`config.mk`:
```
export PLATFORM = sky130hd
export DESIGN_NAME = brb_lane
export DESIGN_NICKNAME = d
export VERILOG_FILES = /design/src/sv/brb_pkg.sv /design/src/sv/brb_lane.sv
export SDC_FILE = /design/constraint.sdc
export NUM_CORES = 1
export LEC_CHECK = 0
export BUFFER_PORTS_ARGS = -buffer_cell sky130_fd_sc_hd__buf_2
export CORE_MARGIN = 2
export CORE_UTILIZATION = 44
export DETAILED_ROUTE_END_ITERATION = 8
export GPL_TIMING_DRIVEN = 0
export PLACE_DENSITY = 0.73
export SYNTH_ARGS = -nofsm -noshare
export SYNTH_HDL_FRONTEND = slang
export SYNTH_SLANG_ARGS = --single-unit
export TNS_END_PERCENT = 50
```
`constraint.sdc`:
```
create_clock -name vclk -period 5.3
set_clock_uncertainty 0.05 [all_clocks]
set_input_delay 0.795 -clock vclk [all_inputs]
set_output_delay 0.795 -clock vclk [all_outputs]
set_load 0.01 [all_outputs]
```
`src/sv/brb_pkg.sv`:
```
// Shared types and constants of the byte ring buffer.
package brb_pkg;

  localparam int CNT_W     = 11;
  localparam int COUNT_W   = 4;
  localparam int BYTE_W    = 8;
  localparam int MAX_LANES = 8;
  localparam int DATA_W    = MAX_LANES * BYTE_W;
  localparam int DEPTH_DEF = 1024;
  localparam int LANES_DEF = 8;
  localparam int CAP_RESET = 1024;

  localparam logic KIND_PUSH      = 1'b0;
  localparam logic KIND_POP       = 1'b1;
  localparam logic STATUS_DONE    = 1'b0;
  localparam logic STATUS_REFUSED = 1'b1;

  typedef enum logic [1:0] {
    ST_IDLE,
    ST_PASS0,
    ST_PASS1,
    ST_FIN
  } state_e;

  typedef struct packed {
    logic                kind;
    logic [COUNT_W-1:0]  byte_count;
    logic [DATA_W-1:0]   push_bytes;
  } in_t;

  typedef struct packed {
    logic                status;
    logic [DATA_W-1:0]   pop_bytes;
    logic [CNT_W-1:0]    free_bytes;
    logic [CNT_W-1:0]    used_bytes;
    logic [CNT_W-1:0]    contig_free;
    logic [CNT_W-1:0]    contig_used;
    logic                is_full;
    logic                is_empty;
  } res_t;

  typedef struct packed {
    logic in_ready;
    logic cfg_ready;
    logic mem_go;
    logic mem_pass;
    logic rd_pass;
    logic rd_take;
    logic fin;
  } ctl_t;

endpackage

```
`src/sv/brb_lane.sv`:
```
// One byte lane: the slot address of its byte and whether it lies past the wrap point.
module brb_lane #(
  parameter int PTR_W    = 10,
  parameter int AW       = 12,
  parameter int LANE_IDX = 0
) (
  input  logic [PTR_W-1:0]         start_i,
  input  logic [brb_pkg::CNT_W-1:0] cap_i,
  output logic [PTR_W-1:0]         addr_o,
  output logic                     wrap_o
);
  import brb_pkg::*;

  logic [AW-1:0] sum;
  logic [AW-1:0] cap_ext;

  // Start lies below the capacity and the lane offset below the count, which
  // never exceeds the capacity, so one subtraction finishes the wrap.
  always_comb begin
    cap_ext = AW'(cap_i);
    sum     = AW'(start_i) + AW'(LANE_IDX);
    wrap_o  = (sum >= cap_ext);
    addr_o  = wrap_o ? PTR_W'(sum - cap_ext) : PTR_W'(sum);
  end

endmodule

```
Word-level counts from Yosys, hierarchy flattened
Cells that the tools add are included.
Storage, ports and cells
  register bits after elaboration: 0
  input port bits: 21
  output and inout port bits: 11
  word-level logic and storage cells: 3
Operators by class
  $add $sub $neg: 1
  order comparisons: 1
  muxes and demuxes: 1
Operators by type and width (number)
  $ge 10x11->1: 1
  $mux 10: 1
  $sub 10x10->10: 1

Longest topological paths before layout
  word-level depth: 2
  gate-level depth with buffers: 9

Least setup slack after synthesis
Ideal clock, no wire load.
  kind: input to output
  from: in start_i[0]
  to: out addr_o[6]
  arrival time: 2.320 ns
  required time: 4.455 ns
  slack: 2.135 ns
  stages: 9
  buffers on the path: 0
  cells stage by stage: inv_1 -> ha_1 -> inv_1 -> fa_1 -> nand3_1 -> a21boi_1 -> or4_1 -> o2111ai_1 -> mux2_4
On the way
  cells in the longest elaborated chain, start to end: 2
  elaborated cells between the ends (all ways): 3
  those cells by class: 1 x add/sub; 1 x order compare; 1 x mux
RTL lines
  start: declaration: RTL line brb_lane.sv:7  | input logic [PTR_W-1:0] start_i,
  $sub 10x10->10 or $ge 10x11->1 (tied branches): RTL line brb_lane.sv:23, brb_lane.sv:22
  $mux 10 (*): RTL line brb_lane.sv:23  | addr_o = wrap_o ? PTR_W'(sum - cap_ext) : PTR_W'(sum);
  end: declaration: RTL line brb_lane.sv:9  | output logic [PTR_W-1:0] addr_o,
Every way passes the cells marked *; elsewhere a longest branch is shown, timed or not.

Worst setup path after layout
  from: in start_i[8]
  to: out addr_o[1]
On the way
  cells in the longest elaborated chain, start to end: 2
RTL lines
  $ge 10x11->1: RTL line brb_lane.sv:22  | wrap_o = (sum >= cap_ext);
  $mux 10: RTL line brb_lane.sv:23
No other way between the ends.

==> key figures <==
Outcome
  • Status: finished clean

Logic synthesis
  • Synth warnings: 0
  • Unique masters post-synth: 40
  • Share of the synthesized area in the top cell type: 0.169
  • Syn_nets: 119
  • Largest area contributor in the netlist: ha_1
  • Register area share after synthesis: 0
  • Synth area leaders: ha_1 17%, mux2_4 14%, inv_1 8.1%
  • Syn_area_per_cell: 8.49 µm²
  • Synthesized area: 738 µm²
  • Post-Syn Instances: 87

Cells and area
  • ANT cells: 0
  • Commonest non-fill, non-tap cell in the layout: buf_2
  • Most frequent cells in the layout: 32 x buf_2, 16 x inv_1, 10 x ha_1
  • Area grow syn2layout: 24.4%
  • Seq cells: 0
  • Register area: 0 µm²
  • Share of cells above drive strength 1: 0.445
  • NumNets Final: 153
  • Clock buffers: 0
  • Fill count: 153

Global route
  • GR Util met2: 0.263
  • Global Route Usage Sum: 0.148
  • GRT busiest layer: met2
  • First-pass GRT wire length: 2.39 mm
  • Met1 Track Usage GR: 0.213
  • Number of global-route vias before repair: 603
  • Largest net degree at the start of global routing: 11
  • Antenna violations before repair: 0
  • Total grt overflow: 0
  • GRT met3 Usage: 0

Setup path
  • Crit path capture type: output pin
  • CP cell instances: buf_2, ha_1, a21o_1, a21oi_2, o21ai_4, a21oi_4, mux2_4, buf_2
  • Worst setup SP type: primary input
  • Arr. time, crit path: 2.67 ns
  • CP required: 4.45 ns
  • Crit Path Class: primary input to output pin
  • Slowest cell delay on critical path: 0.39 ns
  • Critical path's slowest cell: ha_1
  • Most common cell on crit path: buf_2
  • Top fanout value on the critical path: 10

STA
  • Tcrit/Tclk final: 0.663
  • Fmax: 284 MHz
  • Setup Total Neg Slack: 0 ns
  • Pins Over Slew Limit: 0
  • Setup violators final: 0
  • Hold Vio Cnt, Final: 0
  • Slew Limit Headroom: 0.695
  • Tightest Pin Transition: 0.456 ns
  • RSZ-0062 raised after global routing: false
  • Period minus WS final: 3.52 ns

Route
  • DRT Wirelength: 1.42 mm
  • Remaining DRCs: 0
  • Routed WL per cell: 10.5 µm
  • First-pass iteration count of the detailed router: 4
  • Post-route ant nets: 0
  • Number of DRC markers in iteration 0: 5
  • Vias: 727
  • Post-DR vias/cell: 5.39

Placed design
  • Post-DP HPWL: 1.25 mm
  • GPL Wtd Cong: 0.756
  • PortBufs: 32

CTS
  • Hold buffers post-CTS: 0
  • Post-CTS setup buffer count: 0
  • CTS resizes: 0

Floorplanning
  • Core area: 1540 µm²
  • Die height: 45.0 µm
  • I/O Pins: 32
  • Die Wd: 45.0 µm
  • Die footprint: 2020 µm²
  • FP Rows: 14
  • Initial Util: 0.479

Power and ir drop
  • PwrDens: 117 nW/µm²
  • Leak Pwr: 0.508 nW
  • Overall Power: 0.107 mW
  • Peak VDD IR: 58.5 µV

Run
  • Max-Cap Viols: 0

Worst hold path
  • Hold WC Path Type: primary input to output pin
-- report_power, final --
group	internal [mW]	switching, mW	leakage (nW)
Combinational	0.0538	0.0533	0.508
Sequential	0	0	0
Clock	0	0	0
-- metal layers --
metal,up-vias,share of wire
met3,0,0.052
met4,0,0
met2,22,0.48
met5,-,0
met1,322,0.46
li1,383,-
-- synth_stat cells, drive strengths merged (3+ instances only) --
cell type and count:
mux2 7, xnor2 3, nand3 3, nand2 4, a21oi 7, nor2 4, o2111ai 3, inv 16
ha 10
-- critical path, delay by kind of cell --
| kind | cells | cell delay (ns) |
|---|---|---|
| AOI/OAI and AO/OA | 4 | 0.89 |
| muxes | 1 | 0.34 |
| adders and majority gates | 1 | 0.39 |
| buffers and inverters | 2 | 0.25 |
-- final timing paths --
check             slack, ns  cells after the start  startpoint         to
hold / removal         1.87                      3  start_i[6]  addr_o[6]
setup / recovery       1.78                      8  start_i[8]  addr_o[1]
-- logic make-up after synthesis --
| group | count (synthesis) | synth area share |
|---|---|---|
| compound gates | 23 | 0.268 |
| xor+xnor | 4 | 0.0475 |
| fa+ha+maj | 11 | 0.197 |
| buf+inv | 17 | 0.0915 |
| mux | 8 | 0.156 |
| simple gates | 24 | 0.241 |
-- layout make-up --
type	count	area, µm²	area share
Buffer	1	7.51	0.00817
Inverter	16	60.1	0.0654
Multi-Input combinational cell	70	671	0.730
Tap cell	16	20.0	0.0218
Timing Repair Buffer	32	160	0.174
-- metrics by stage --
| step | cell area (µm²) | setup slack (ns) | hold WS (ns) | util | instances |
|---|---|---|---|---|---|
| 2_1_floorplan | 738 | 2.13 | 1.67 | - | 87 |
| 3_3_place_gp | 918 | 1.79 | 1.87 | 0.596 | 135 |
| 3_5_place_dp | 918 | 1.78 | 1.87 | 0.596 | 135 |
| 4_1_cts | 918 | 1.77 | 1.87 | 0.596 | 135 |
| 5_1_grt | 918 | 1.68 | 1.89 | 0.596 | 135 |
| 6_report | 918 | 1.78 | 1.87 | 0.596 | 135 |
(Power assumes the default switching activity.)
