===== src/sv/brb_ram.sv =====
// Generic single-port RAM with registered read data.
module brb_ram #(
  parameter int WIDTH = 8,
  parameter int DEPTH = 128
) (
  input  logic                                     clk_i,
  input  logic                                     we_i,
  input  logic                                     re_i,
  input  logic [((DEPTH > 1) ? $clog2(DEPTH) : 1)-1:0] addr_i,
  input  logic [WIDTH-1:0]                         wdata_i,
  output logic [WIDTH-1:0]                         rdata_o
);

  logic [WIDTH-1:0] mem_q [DEPTH];
  logic [WIDTH-1:0] rdata_q;

  always_ff @(posedge clk_i) begin
    if (we_i) begin
      mem_q[addr_i] <= wdata_i;
    end
    if (re_i) begin
      rdata_q <= mem_q[addr_i];
    end
  end

  assign rdata_o = rdata_q;

endmodule


===== config.mk =====
export PLATFORM = sky130hd
export DESIGN_NAME = brb_ram
export DESIGN_NICKNAME = d
export VERILOG_FILES = /design/src/sv/brb_ram.sv
export SDC_FILE = /design/constraint.sdc
export NUM_CORES = 1
export LEC_CHECK = 0
export ABC_AREA = 1
export BUFFER_PORTS_ARGS = -buffer_cell sky130_fd_sc_hd__buf_2
export CAP_MARGIN = 20
export CORE_MARGIN = 1.5
export CORE_UTILIZATION = 30
export CTS_CLUSTER_SIZE = 25
export DETAILED_ROUTE_END_ITERATION = 10
export HOLD_SLACK_MARGIN = 0.03
export PLACE_DENSITY = 0.47
export SYNTH_ARGS = -nofsm -noshare
export SYNTH_HDL_FRONTEND = slang
export SYNTH_SLANG_ARGS = --single-unit

===== constraint.sdc =====
create_clock -name clk_i -period 2.3 [get_ports clk_i]
set_input_delay 0.46 -clock clk_i [delete_from_list [all_inputs] [get_ports clk_i]]
set_output_delay 0.46 -clock clk_i [all_outputs]
set_load 0.02 [all_outputs]

After elaboration in Yosys (flattened, before gate mapping)
Memories as Yosys holds them, arrays and structs flattened. A register that Yosys moved wholly into a read port is not among the register bits.
Cells that the tools add are included.
Word-level totals
  flip-flop bits (word level): 0
  RAM bits: 1024
  bits of input ports: 18
  output and inout bits: 8
  word-level logic and storage cells: 3
  memories kept: 1
Memory list
  mem_q: words 128, width 8, rd ports 1, clocked after memory_dff 1, wr ports 1, RTL line 14  | logic [WIDTH-1:0] mem_q [DEPTH];
Cells by class
  multiplexer cells: 2
Operators by type and width (number)
  2-to-1 mux 1 bit: 2

Longest topological paths before layout
Gate-level depths: netlist of the first run.
  word-level depth: 2
  mapped depth: 16
  depth with buffers taken out: 13

Worst setup path before layout of the first run
Ideal clock, no wire load.
  path kind: input to register
  start point: input addr_i[1] (netlist bit)
  end point: memory mem_q[17][0] (enable)
  library setup time: 0.370 ns
  data arrival time: 1.882 ns
  setup slack: 0.048 ns
  cell stages on the path: 8
  path through: buf_2 > buf_4 > nor2_2 > inv_1 > nor2_1 > nand2_1 > buf_2 > nor2_1
RTL lines
  from (decl): RTL line 9  | input logic [((DEPTH > 1) ? $clog2(DEPTH) : 1)-1:0] addr_i,
  to (decl): RTL line 14
No word-level cell before the write port.

==> out/metrics.yaml, run 1 <==
status: "complete, no violations"
ant_nets: 0
via_per_inst: 4.48
vdd_ir_drop_max_mv: 0.528
period_minus_slack_ns: 2.05
seq_area_frac_synth_pct: 70.3
synthXorXnorAreaFrac_pct: 0
synth.area.top_cells: "edfxtp_1 (70%), nand2_1 (24%), nor2_1 (2.1%)"
clockBufferDepth: 3
drc: 0
holdBufCountCts: 0
cp_max_fo: 1
grt_pass1_wl_microns: 195000
final_nets: 4734
synth_cell_type_count: 21
grt_overflow: 0
drtIter0Drc: 2175
die_w_microns: 386
synth-simple-area-share_pct: 26.3
muxShareOfSynthArea_pct: 0
cts_tree: "done"
cts-root-buf: "clkbuf_16"
port_buffers: 25
layout_setup_ws_ns: 0.251
synthDominantCellAreaShare_pct: 70.3
synth_compound_area_share_pct: 0.159
cp-start-kind: "flop"
rsz0062_at_grt: "false"
power.density_nw_per_um2: 800
synth_ff_type: "edfxtp_1"
wl_met1_microns: 61800
slew_violations: 0
critPathKind: "reg -> reg"
antenna_found_initial: 3
setup_violations: 0
cp.required_ns: 2.71
track_usage_pct: 17.4
cap_violations: 0
fin_hold_ws_ns: 0.116
cts_max_level: 3
synth_edf_count: 1032
core_area_sq_um: 146000
clk_latency_ns: 0.73
r2r_start: "mem_q[112][6]"
async_flop_share_pct: 0
post_drt_wl_per_cell_microns: 19.2
yosysMostFrequentCell: "nand2_1"
met3WireLength_microns: 5720
syn_nets: 4420
yosysTopAreaCell: "edfxtp_1"
finalClockSkew_ns: 0.0248
gp_congestion: 0.822
synth_seq_cells: 1032
timing.fmax_mhz: 488
start_util_pct: 30.2
critPathCaptureType: "flop"
p_leak_nw: 22.3
startpoint: "mem_q[112][6]"
fin_crit_sh_pct: 89.1
hold_path.class: "in -> reg"
grt_max_degree: 75
final_hold_viol_count: 0
highest_layer: "met5"
p_total_mw: 42.5
layout-drive-gt1-share_pct: 12.4
tightest_slew_ns: 0.722
fp.dieArea_sq_um: 149000
route.met2.wl_microns: 59000
fin_util_pct: 36.5
yosys_warnings: 0
cts_buffers: 112
dp_slack_ns: -0.713
synth.avg_cell_area_sq_um: 10.0
synthToLayoutAreaGrowth_pct: 20.6
via_count: 30100
num_rows: 140
diodes: 0
synth_top_cells_by_count: "nand2_1 (2780), edfxtp_1 (1032), nor2_1 (243)"
yosys.area_share.adder_pct: 0
arrival_ns: 2.46
hpwl_microns: 83300
grt_pass1_vias: 30000
clock_sinks: 1032
drt-total-wl_microns: 129000
relSlewSlack_pct: 51.5
clkTransAtPathRegs_ns: 0.06
drtPass1Iterations: 5
syn_area_sq_um: 44100
netlist_instances: 4402
min-delay-start: "wdata_i[0]"
setup_tns_ns: 0
io_pins: 26
synth_top_family_by_area: "simple AND/OR/NAND/NOR gates"
die_h_microns: 386
==> path summary, 6_finish.rpt <==
kind | cells past startpoint | slack, ns | endpoint
min | 1 | 0.12 | mem_q[6][0]
max reg2reg | 10 | 0.25 | rdata_o[6]
min reg2reg | 8 | 0.93 | rdata_o[6]
max | 10 | 0.25 | rdata_o[6]
==> timing repair <==
| item | in CTS | in global routing |
|---|---|---|
| resized for setup | 1 | 0 |
| buffers inserted | 0 | 0 |
| endpoints found under the setup margin | 1 | 0 |
==> where the power goes <==
part / internal (mW) / switching, mW / total (mW)
clock network: 11.1 / 7.65 / 18.8
registers: 20.8 / 0.0404 / 20.8
logic: 0.888 / 2.05 / 2.94
==> sequential cells by signal, indices dropped and copies added, names as in the netlist <==
signal   flops
mem_q     1024
rdata_o      8
==> critical path, stage by stage, from the launching register on <==
cell and delay [ns]:
edfxtp_1 0.35, nand2_1 0.08, nand2_1 0.05, nand2_1 0.06, nand2_1 0.09, nand2_1 0.07
nand2_1 0.07, nand2_1 0.11, nand2_1 0.08, o21ai_1 0.57, nand4_1 0.20
==> cells by family after synthesis <==
logic type / count (synthesis)
flip-flops: 1032
AND/OR/NAND/NOR: 3067
buffers and inverters: 290
AO/OA/AOI/OAI: 13
==> per-stage QoR <==
stage | instances | cell area [sq um]
floorplan | 4402 | 44100
global placement | 6519 | 49300
detailed placement | 6519 | 49300
CTS | 6727 | 53100
global route | 6727 | 53100
finish | 6727 | 53100
==> final cells by class <==
class / count / area (sq um)
well taps: 1917 / 2400
multi-input cells: 3080 / 11700
fillers: 14600 / 92600
clock inverters: 76 / 901
flip-flops and latches: 1032 / 31000
repair buffers: 416 / 3970
inverters: 74 / 304
clock buffers: 132 / 2900
==> cells in the final DEF, fill, tap and decap left out, types with 6 or more instances in the layout <==
cell type	netlist	layout
a21oi_1	6	6
buf_12	0	67
buf_2	133	14
buf_4	35	326
buf_6	2	7
bufinv_16	0	19
clkbuf_1	29	19
clkbuf_16	0	113
clkinv_1	0	24
clkinv_2	0	19
clkinvlp_4	0	6
edfxtp_1	1032	1032
inv_1	72	71
nand2_1	2780	2780
nand3_1	28	28
nor2_1	243	241
or2_2	9	9
==> routing by layer <==
metal  up-vias  GRT usage (%)
met2       590           27.9
li1      14800              -
met1     14500           24.8
met3       181           2.68
met4         4           3.94
met5         -              0
No activity file was read; power rests on OpenSTA's default activity.
==> inputs of run 2 (changes only) <==
Settings changed: CTS_BUF_LIST from default to sky130_fd_sc_hd__clkbuf_2 sky130_fd_sc_hd__clkbuf_4 sky130_fd_sc_hd__clkbuf_8, PLACE_DENSITY 0.47 to 0.54.
==> out/metrics.yaml, run 2 (synthesis gave the netlist of run 1 again) <==
status: "complete, no violations"  # unchanged
fin_crit_sh_pct: 91.3  # was 89.1%
cp-start-kind: "flop"  # unchanged
vdd_ir_drop_max_mv: 0.522  # was 0.528 mV
track_usage_pct: 16.6  # was 17.4%
highest_layer: "met5"  # unchanged
antenna_found_initial: 2  # was 3
timing.fmax_mhz: 476  # was 488 MHz
setup_violations: 0  # unchanged
ant_nets: 0  # unchanged
p_total_mw: 39.6  # was 42.5 mW
clkTransAtPathRegs_ns: 0.06  # about the same
p_leak_nw: 22.0  # was 22.3 nW
final_nets: 4769  # was 4734
grt_pass1_wl_microns: 186000  # was 195000 microns
final_cell_mix: "nand2_1 (2780), edfxtp_1 (1032), buf_4 (307)"  # was nand2_1 (2780), edfxtp_1 (1032), buf_4 (326)
clockBufferDepth: 3  # unchanged
fp.dieArea_sq_um: 149000  # unchanged
core_area_sq_um: 146000  # unchanged
drtIter0Drc: 2452  # was 2175
grt_max_degree: 99  # was 75
cts-root-buf: "clkbuf_8"  # was clkbuf_16
fin_hold_ws_ns: 0.0944  # was 0.116 ns
clk_latency_ns: 0.86  # was 0.73 ns
drtPass1Iterations: 5  # unchanged
critPathKind: "reg -> reg"  # unchanged
via_per_inst: 4.46  # was 4.48
cp.required_ns: 2.88  # was 2.71 ns
period_minus_slack_ns: 2.10  # was 2.05 ns
via_count: 30400  # was 30.1k
num_rows: 140  # unchanged
post_drt_wl_per_cell_microns: 18.1  # was 19.2 microns
fin_util_pct: 36.0  # was 36.5%
largest_reg_flops: 1024  # unchanged
ctsResizeCount: 0  # was 1
grt_pass1_vias: 29700  # was 30.0k
hpwl_microns: 78100  # was 83300 microns
io_pins: 26  # unchanged
die_h_microns: 386  # unchanged
tightest_slew_ns: 0.926  # was 0.722 ns
gp_congestion: 0.837  # was 0.822
die_w_microns: 386  # unchanged
arrival_ns: 2.68  # was 2.46 ns
slew_violations: 0  # unchanged
power.density_nw_per_um2: 755  # was 800 nW/um^2
regMostFlops: "mem_q"  # unchanged
synthToLayoutAreaGrowth_pct: 18.9  # was 20.6%
final_hold_viol_count: 0  # unchanged
layout-drive-gt1-share_pct: 13.6  # was 12.4%
route.met2.wl_microns: 57300  # was 59000 microns
rsz0062_at_grt: "false"  # unchanged
cp_max_fo: 1  # unchanged
drt-total-wl_microns: 123000  # was 129000 microns
cap_violations: 0  # unchanged
cts_buffers: 174  # was 112
drc: 0  # unchanged
start_util_pct: 30.2  # unchanged
cts_tree: "done"  # unchanged
finalClockSkew_ns: 0.0660  # was 0.0248 ns
met3WireLength_microns: 7050  # was 5720 microns
layout.cells.most_common: "nand2_1"  # unchanged
grt_overflow: 0  # unchanged
clock_sinks: 1032  # unchanged
port_buffers: 25  # unchanged
wl_met1_microns: 56100  # was 61800 microns
cts_max_level: 4  # was 3
critPathCaptureType: "flop"  # unchanged
relSlewSlack_pct: 38.0  # was 51.5%
hold_path.class: "in -> reg"  # unchanged
-- run 2: changes by cell type in the layout (fill, tap and decap cells not counted), sizes merged --
cell,previous run,this run
buf,415,385
clkinvlp,6,3
dlygate4sd3,0,3
diode,0,1
inv,77,80
bufinv,19,2
clkbuf,133,231
clkinv,48,77
-- run 2: power breakdown --
part	total, mW	internal, mW	switching [mW]
combinational	2.90	0.869	2.03
sequential	20.8	20.8	0.0369
clock	15.8	8.29	7.54
total	39.6	30.0	9.60
-- run 2: path summary, 6_finish.rpt --
check,cells after the start,to,startpoint,slack (ns)
worst max-delay path,12,rdata_o[7],mem_q[30][7],0.20
worst min-delay path,1,mem_q[84][1],wdata_i[1],0.09
worst max register to register,12,rdata_o[7],mem_q[30][7],0.20
worst min register to register,10,rdata_o[6],mem_q[8][6],0.90
-- run 2: critical path, stage by stage, from the launching register on --
cell and delay, ns:
edfxtp_1 0.36, nand2_1 0.07, nand2_1 0.05, nand2_1 0.06, nand2_1 0.06, nand2_1 0.07, nand2_1 0.10, nand2_1 0.06
nand2_1 0.10, nor2_1 0.24, nor2_1 0.11, nor2_1 0.41, nand2_1 0.16
-- run 2: repair_timing --
| item | 4_1_cts | 5_1_grt |
|---|---|---|
| setup buffers | 0 | 0 |
| endpoints found under the hold margin | 28 | 0 |
| hold buffers | 3 | 0 |
-- run 2: area by class of cell --
type                    count  area [sq um]
fillers                 14600         93300
flip-flops and latches   1032         31000
multi-input cells        3080         11700
repair buffers            389          3690
clock buffers             230          2830
well taps                1917          2400
clock inverters            88           508
inverters                  74           304
diodes                      1          2.50
-- run 2: metal layers --
layer	track usage (%)	vias up
met5	0	-
met4	4.93	2
met3	2.81	202
met2	26.9	790
met1	22.7	14500
li1	-	14900
-- run 2: through the flow --
stage | setup slack, ns | TNS, ns | instances | area, sq um
global route | 0.112 | 0 | 6811 | 52400
global placement | -0.611 | -14.85 | 6489 | 49000
CTS | 0.174 | 0 | 6810 | 52400
floorplan | 0.0479 | 0 | 4402 | 44100
finish | 0.200 | 0 | 6811 | 52400
detailed placement | -0.586 | -18.13 | 6489 | 49000
==> inputs of run 3 (changes only) <==
Settings changed: SETUP_SLACK_MARGIN from default to 0.5.
==> out/metrics.yaml, run 3 (synthesis gave the netlist of run 1 again) <==
status: "complete, no violations"  # unchanged
regMostFlops: "mem_q"  # unchanged
timing.fmax_mhz: 483  # was 476 MHz
critPathCaptureType: "output pin"  # was flop
highest_layer: "met4"  # was met5
cp.required_ns: 1.84  # was 2.88 ns
die_w_microns: 386  # unchanged
cts_setup_buffers: 0  # unchanged
layout-drive-gt1-share_pct: 14.9  # was 13.6%
fin_hold_ws_ns: 0.170  # was 0.0944 ns
p_sw_mw: 9.55  # was 9.60 mW
cts_max_level: 4  # unchanged
hold_path.class: "in -> reg"  # unchanged
reg2reg_slack_ns: 0.57  # was 0.20 ns
rsz0062_at_grt: "true"  # was false
tightest_slew_ns: 0.597  # was 0.926 ns
seq_power_share_pct: 53.0  # was 52.6%
p_total_mw: 39.3  # was 39.6 mW
drtIter0Drc: 2226  # was 2452
layout.cells.most_common: "nand2_1"  # unchanged
met3WireLength_microns: 6800  # was 7050 microns
die_h_microns: 386  # unchanged
io_pins: 26  # unchanged
start_util_pct: 30.2  # unchanged
cts_tree: "done"  # unchanged
fin_crit_sh_pct: 89.9  # was 91.3%
cts-root-buf: "clkbuf_8"  # unchanged
arrival_ns: 1.61  # was 2.68 ns
cap_violations: 0  # unchanged
clkTransAtPathRegs_ns: 0.06  # about the same
r2r_start: "mem_q[27][6]"  # was mem_q[30][7]
startpoint: "rdata_o[7]"  # was mem_q[30][7]
cp_max_fo: 1  # unchanged
port_buffers: 25  # unchanged
fp.dieArea_sq_um: 149000  # unchanged
combPwrFrac_pct: 7.4  # was 7.3%
cts_buffers: 168  # was 174
num_rows: 140  # unchanged
drtPass1Iterations: 5  # unchanged
p_int_mw: 29.8  # was 30.0 mW
pwr-share-clk_pct: 39.6  # was 40.0%
slowest_delay_ns: 0.53  # was 0.41 ns
via_count: 30000  # was 30.4k
cp_cell_sequence: "buf_6"  # was nand2_1 > nand2_1 > nand2_1 > nand2_1 > nand2_1 > nand2_1 > nand2_1 > nand2_1 > nor2_1 > nor2_1 > nor2_1 > nand2_1
final_nets: 4643  # was 4769
relSlewSlack_pct: 60.2  # was 38.0%
dp_slack_ns: -0.330  # was -0.586 ns
cp-start-kind: "flop"  # unchanged
via_per_inst: 4.49  # was 4.46
min-delay-start: "wdata_i[5]"  # was wdata_i[1]
wl_met1_microns: 53400  # was 56100 microns
antenna_found_initial: 5  # was 2
core_area_sq_um: 146000  # unchanged
drc: 0  # unchanged
setup_violations: 0  # unchanged
layout_setup_ws_ns: 0.232  # was 0.200 ns
largest_reg_flops: 1024  # unchanged
grt_pass1_vias: 29300  # was 29.7k
fill_cells: 14500  # was 14.6k
synthToLayoutAreaGrowth_pct: 20.3  # was 18.9%
hpwl_microns: 74800  # was 78100 microns
power.density_nw_per_um2: 742  # was 755 nW/um^2
clock_sinks: 1032  # unchanged
swShare_pct: 24.3  # about the same
final_cell_mix: "nand2_1 (2761), edfxtp_1 (1032), clkbuf_8 (169)"  # was nand2_1 (2780), edfxtp_1 (1032), buf_4 (307)
clockBufferDepth: 3  # unchanged
track_usage_pct: 16.2  # was 16.6%
final_hold_viol_count: 0  # unchanged
grt_pass1_wl_microns: 182000  # was 186000 microns
critPathSlowestCell: "edfxtp_1"  # was nor2_1
post_drt_wl_per_cell_microns: 18.0  # was 18.1 microns
gp_congestion: 0.844  # was 0.837
drt-total-wl_microns: 120000  # was 123000 microns
path_buf_inv: 1  # was 0
grt_max_degree: 98  # was 99
clk_latency_ns: 0.88  # was 0.86 ns
path_delay_family: "flip-flops"  # was simple AND/OR/NAND/NOR gates
vdd_ir_drop_max_mv: 0.628  # was 0.522 mV
ant_nets: 0  # unchanged
slew_violations: 0  # unchanged
grt_overflow: 0  # unchanged
p_leak_nw: 21.5  # was 22.0 nW
route.met2.wl_microns: 57300  # about the same
period_minus_slack_ns: 2.07  # was 2.10 ns
critPathKind: "reg -> out"  # was reg -> reg
finalClockSkew_ns: 0.0382  # was 0.0660 ns
[run 3: path summary, 6_finish.rpt]
kind,end,depth (start not counted)
setup / recovery,rdata_o[7],1
hold / removal,mem_q[120][5],2
setup reg to reg,rdata_o[6],8
hold reg to reg,rdata_o[6],8
[run 3: repair_timing]
| item | in CTS | in global routing |
|---|---|---|
| gates cloned | 0 | 0 |
| gates resized for setup | 23 | 10 |
| hold endpoints to repair | 115 | 0 |
| setup endpoints to repair | 14 | 15 |
| pin swaps | 0 | 3 |
| hold buffers | 7 | 0 |
[run 3: cell type report]
cell class	instances	area (sq um)	area share, %
diodes	2	5.00	0.00944
well taps	1917	2400	4.52
repair buffers	269	3400	6.41
clock inverters	82	531	1.00
flip-flops and latches	1032	31000	58.5
inverters	74	304	0.573
clock buffers	219	2700	5.08
multi-input cells	3080	12700	24.0
[run 3: per-layer routing]
| metal | track usage (%) | up-vias |
|---|---|---|
| met5 | 0 | - |
| met4 | 4.98 | 0 |
| met3 | 2.72 | 175 |
| met2 | 26.6 | 761 |
| met1 | 21.7 | 14400 |
| li1 | - | 14700 |
[run 3: power groups by stage]
stage                     Clock (mW)  Combinational, mW  Sequential (mW)
after floorplan                    0               1.52             21.2
after global placement             0               2.89             21.2
after detailed placement           0               2.90             21.2
after CTS                       16.0               2.94             20.8
after global routing            16.7               3.21             20.8
final                           15.6               2.91             20.8
[run 3: per-stage QoR]
step                      TNS [ns]  utilization [%]  cells  cell area (sq um)
after floorplan                  0                -   4402              45200
after global placement       -4.26             34.0   6365              49600
after detailed placement     -3.83             34.0   6365              49600
after CTS                        0             36.3   6673              53000
after global routing             0             36.4   6675              53000
final                            0             36.4   6675              53000
